[src/hw/rtl/hnit_ram.sv]
// hnit_ram: generic single write port, single read port ram with registered read
// no dependencies
`default_nettype none

module hnit_ram #(
  parameter int WIDTH = 64,
  parameter int DEPTH = 64
) (
  input  wire logic                     clk,
  input  wire logic                     we,
  input  wire logic [$clog2(DEPTH)-1:0] waddr,
  input  wire logic [WIDTH-1:0]         wdata,
  input  wire logic [$clog2(DEPTH)-1:0] raddr,
  output logic      [WIDTH-1:0]         rdata
);

  logic [WIDTH-1:0] mem [DEPTH];

  always_ff @(posedge clk) begin
    if (we) begin
      mem[waddr] <= wdata;
    end
    rdata <= mem[raddr];
  end

endmodule

`default_nettype wire
[config.mk]
export PLATFORM = sky130hd
export DESIGN_NAME = hnit_ram
export DESIGN_NICKNAME = d
export VERILOG_FILES = /design/src/hw/rtl/hnit_ram.sv
export SDC_FILE = /design/constraint.sdc
export NUM_CORES = 2
export LEC_CHECK = 0
export BUFFER_PORTS_ARGS = -buffer_cell sky130_fd_sc_hd__buf_2
export CAP_MARGIN = 20
export CELL_PAD_IN_SITES_DETAIL_PLACEMENT = 0
export CELL_PAD_IN_SITES_GLOBAL_PLACEMENT = 1
export CORE_AREA = 2 2 614 738
export CTS_CLUSTER_DIAMETER = 30
export DETAILED_ROUTE_END_ITERATION = 8
export DIE_AREA = 0 0 616 740
export PLACE_DENSITY = 0.55
export SYNTH_ARGS = -nofsm -noshare
export SYNTH_HDL_FRONTEND = slang
export SYNTH_SLANG_ARGS = --single-unit
[constraint.sdc]
create_clock -name clk -period 7.9 [get_ports clk]
set_clock_uncertainty 0.05 [all_clocks]
set_input_delay 0.79 -clock clk [delete_from_list [all_inputs] [get_ports clk]]
set_output_delay 0.79 -clock clk [all_outputs]
set_load 0.02 [all_outputs]
==> impl_metrics.ini <==
[status]
status = finished, final reports clean

[synth]
ys_seq_elements = 4160
post-synth-top-count-cell = edfxtp_1
synthArstFlopShare_pct = 0
avgSynthCellArea_um2 = 23.7
synth_cells = 6598
synth_edf_count = 4096
synth_top_area_cell = edfxtp_1
synth_ff_type = edfxtp_1
ys_types = 33
ys_top_cells_by_count = edfxtp_1 (4,096), mux4_2 (1,024), buf_2 (170)
yosys_warnings = 0
synth_nets = 6676
seq_area_frac_synth_pct = 79.5
netlist_area_um2 = 156000
synth_top_area_share_pct = 78.7
synthTopCellsByArea = edfxtp_1 (79%), mux4_2 (15%), mux2i_1 (0.86%)

[detailed_routing]
vias = 77000
route.detailed.drc = 0
wirelength_um = 484000
drt-initial-drc-count = 8500
vias_per_cell = 5.49
final_antenna_net_count = 0
wire_per_inst_um = 34.6
dr.pass1.iters = 5

[clock_tree]
htreeDepth = 6
cts_buffer_depth = 4
cts_tree = done
cts_resized = 0
root_buffer = clkbuf_16
cts_buffers = 734
clk_latency_ns = 1.08
cts_num_sinks = 4160
cts.clk_slew.worst_paths_ns = 0.05
cts_setup_buffers = 0

[floorplan]
ios = 142
fp.dieW_um = 616
die_area_um2 = 456000
core-area_um2 = 449000
fp.dieH_um = 740
initial_core_util_pct = 34.8
rows = 270

[pwr]
leakagePower_nw = 61.1
irDropWorstVdd_uv = 247
power.total_mw = 58.8
p_per_area_nw_per_um2 = 307

[critical_path]
cp.arrival_ns = 4.23
critPathCaptureType = flip-flop
cp_slowest_cell = a41oi_1
worstReg2RegEnd = rdata[7]
reg2regPathDepth = 5
crit_required_ns = 8.74
r2r_slack_ns = 5.65
slowest_delay_ns = 0.71
cp_cell_sequence = buf_8 > buf_12 > buf_4 > mux4_2 > or3_1 > a41oi_1 > a211oi_1
startpoint = raddr[1]
worstSetupPathType = in -> reg
worstReg2RegStart = mem[61][7]
critPathMaxFanout = 87
critPathLaunchType = primary input

[global_routing]
grt_pass1_wl_um = 664000
grt_max_degree = 103
grt_pass1_vias = 80200
track_usage_pct = 21.0
antenna_found_initial = 47
overflow = 0

[timing]
fmax_ghz = 0.295
worst_slew_pin_slew_ns = 1.21
setup-violations-final = 0
fin_crit_sh_pct = 43.0
setup_tns_ns = 0
rsz0062_at_grt = false
period_minus_slack_ns = 3.40
slew_violations = 0
relSlewSlack_pct = 19.0
hold_viol = 0

[hold_path]
min_to = mem[0][20]
hold_class = in -> reg
min-delay-start = wdata[20]
holdPathStages = 1

[placed_design]
dp_hpwl_um = 257000
place_congestion = 0.759
port_buffers = 141

[finish]
nNetsFinal = 7451
syn2layout_area_growth_pct = 22.7
drive_gt1_share_pct = 34.0

[job]
drv_cap = 0
[power by group]
group | internal [mW] | total (mW) | switching [mW]
Clock | 20.8 | 32.0 | 11.2
Sequential | 24.5 | 24.6 | 0.119
Combinational | 0.796 | 2.20 | 1.41
Total | 46.1 | 58.8 | 12.7
[kinds of logic (layout without fill, tap and decap cells)]
kind of cell           after synthesis  in the layout  synth area share [%]
multiplexers                      1159           1159                  15.6
AND/OR/NAND/NOR                    386            386                  1.24
AO/OA/AOI/OAI                      504            504                  2.48
flip-flops                        4160           4160                  79.5
buffers and inverters              389           1792                  1.18
other                                0             31                     0
[how the worst max path moves through the flow]
stage                             to  slack, ns  cells after the start
final                      rdata[24]       4.50                      7
after floorplan           mem[48][0]       1.62                      4
after detailed placement   rdata[29]       3.32                      7
after CTS                  rdata[29]       4.42                      7
after global routing       rdata[19]       4.31                      8
after global placement     rdata[29]       3.35                      7
[routing by layer]
layer  vias to the layer above  GRT usage (%)  part of all wire [%]
met5                         -              0                 0.014
met4                        12           5.59                   2.6
met3                       700           3.49                   6.3
met2                      2868           36.1                    51
met1                     43000           27.4                    40
li1                      30400              -                     -
[metrics by stage]
step / hold WS [ns] / setup WS [ns] / util, % / instance area [µm²] / std cells
after global routing: 0.00438 / 4.31 / 42.7 / 192000 / 14000
final: 0.0208 / 4.50 / 42.7 / 192000 / 14000
after detailed placement: 0.768 / 3.32 / 36.9 / 166000 / 12600
after floorplan: 0.738 / 1.62 / - / 156000 / 6598
after global placement: 0.770 / 3.35 / 36.9 / 165000 / 12600
after CTS: 0.300 / 4.42 / 42.5 / 191000 / 13900
[what timing repair did]
item,CTS,global route
hold buffers,0,16
endpoints found under the setup margin,0,0
endpoints found under the hold margin,0,82
[worst max-delay path, delay by kind of cell]
kind / cells / cell delay [ns]
buffers and inverters: 3 / 1.51
AND/OR/NAND/NOR: 1 / 0.32
multiplexers: 1 / 0.58
AO/OA/AOI/OAI: 2 / 0.80
[flip-flops by register name (all words and copies together), names as in the netlist]
signal,cells
mem,4096
rdata,64
[cells in the final DEF (no fill, tap or decap), types with 9 or more instances in the layout]
cell	n
edfxtp_1	4096
mux4_2	1024
clkbuf_16	747
buf_4	177
a22oi_1	168
buf_2	138
mux2i_1	135
clkinv_2	113
bufinv_16	103
clkinv_1	90
a22o_1	88
o22ai_1	83
clkbuf_1	79
clkinvlp_4	76
buf_12	73
nor2_4	65
and3_1	64
dfxtp_1	64
clkinv_4	62
a211oi_1	61
nand2_1	54
inv_6	51
nor2_1	47
nand3_1	45
o221ai_1	38
diode_2	31
or3_1	29
or2_2	28
a41oi_1	26
nor2b_1	24
inv_1	19
a2bb2oi_1	19
a31oi_1	18
dlygate4sd3_1	16
inv_16	14
clkbuf_8	10
nand2b_1	9
[final cells by class]
cell class / count / area (µm²)
fillers: 38300 / 257000
flip-flops and latches: 4160 / 124000
multi-input cells: 2049 / 30800
clock buffers: 836 / 19100
well taps: 5984 / 7490
clock inverters: 528 / 6240
repair buffers: 409 / 3750
diodes: 31 / 77.6
inverters: 19 / 71.3
No activity file was read; power rests on OpenSTA's default activity.
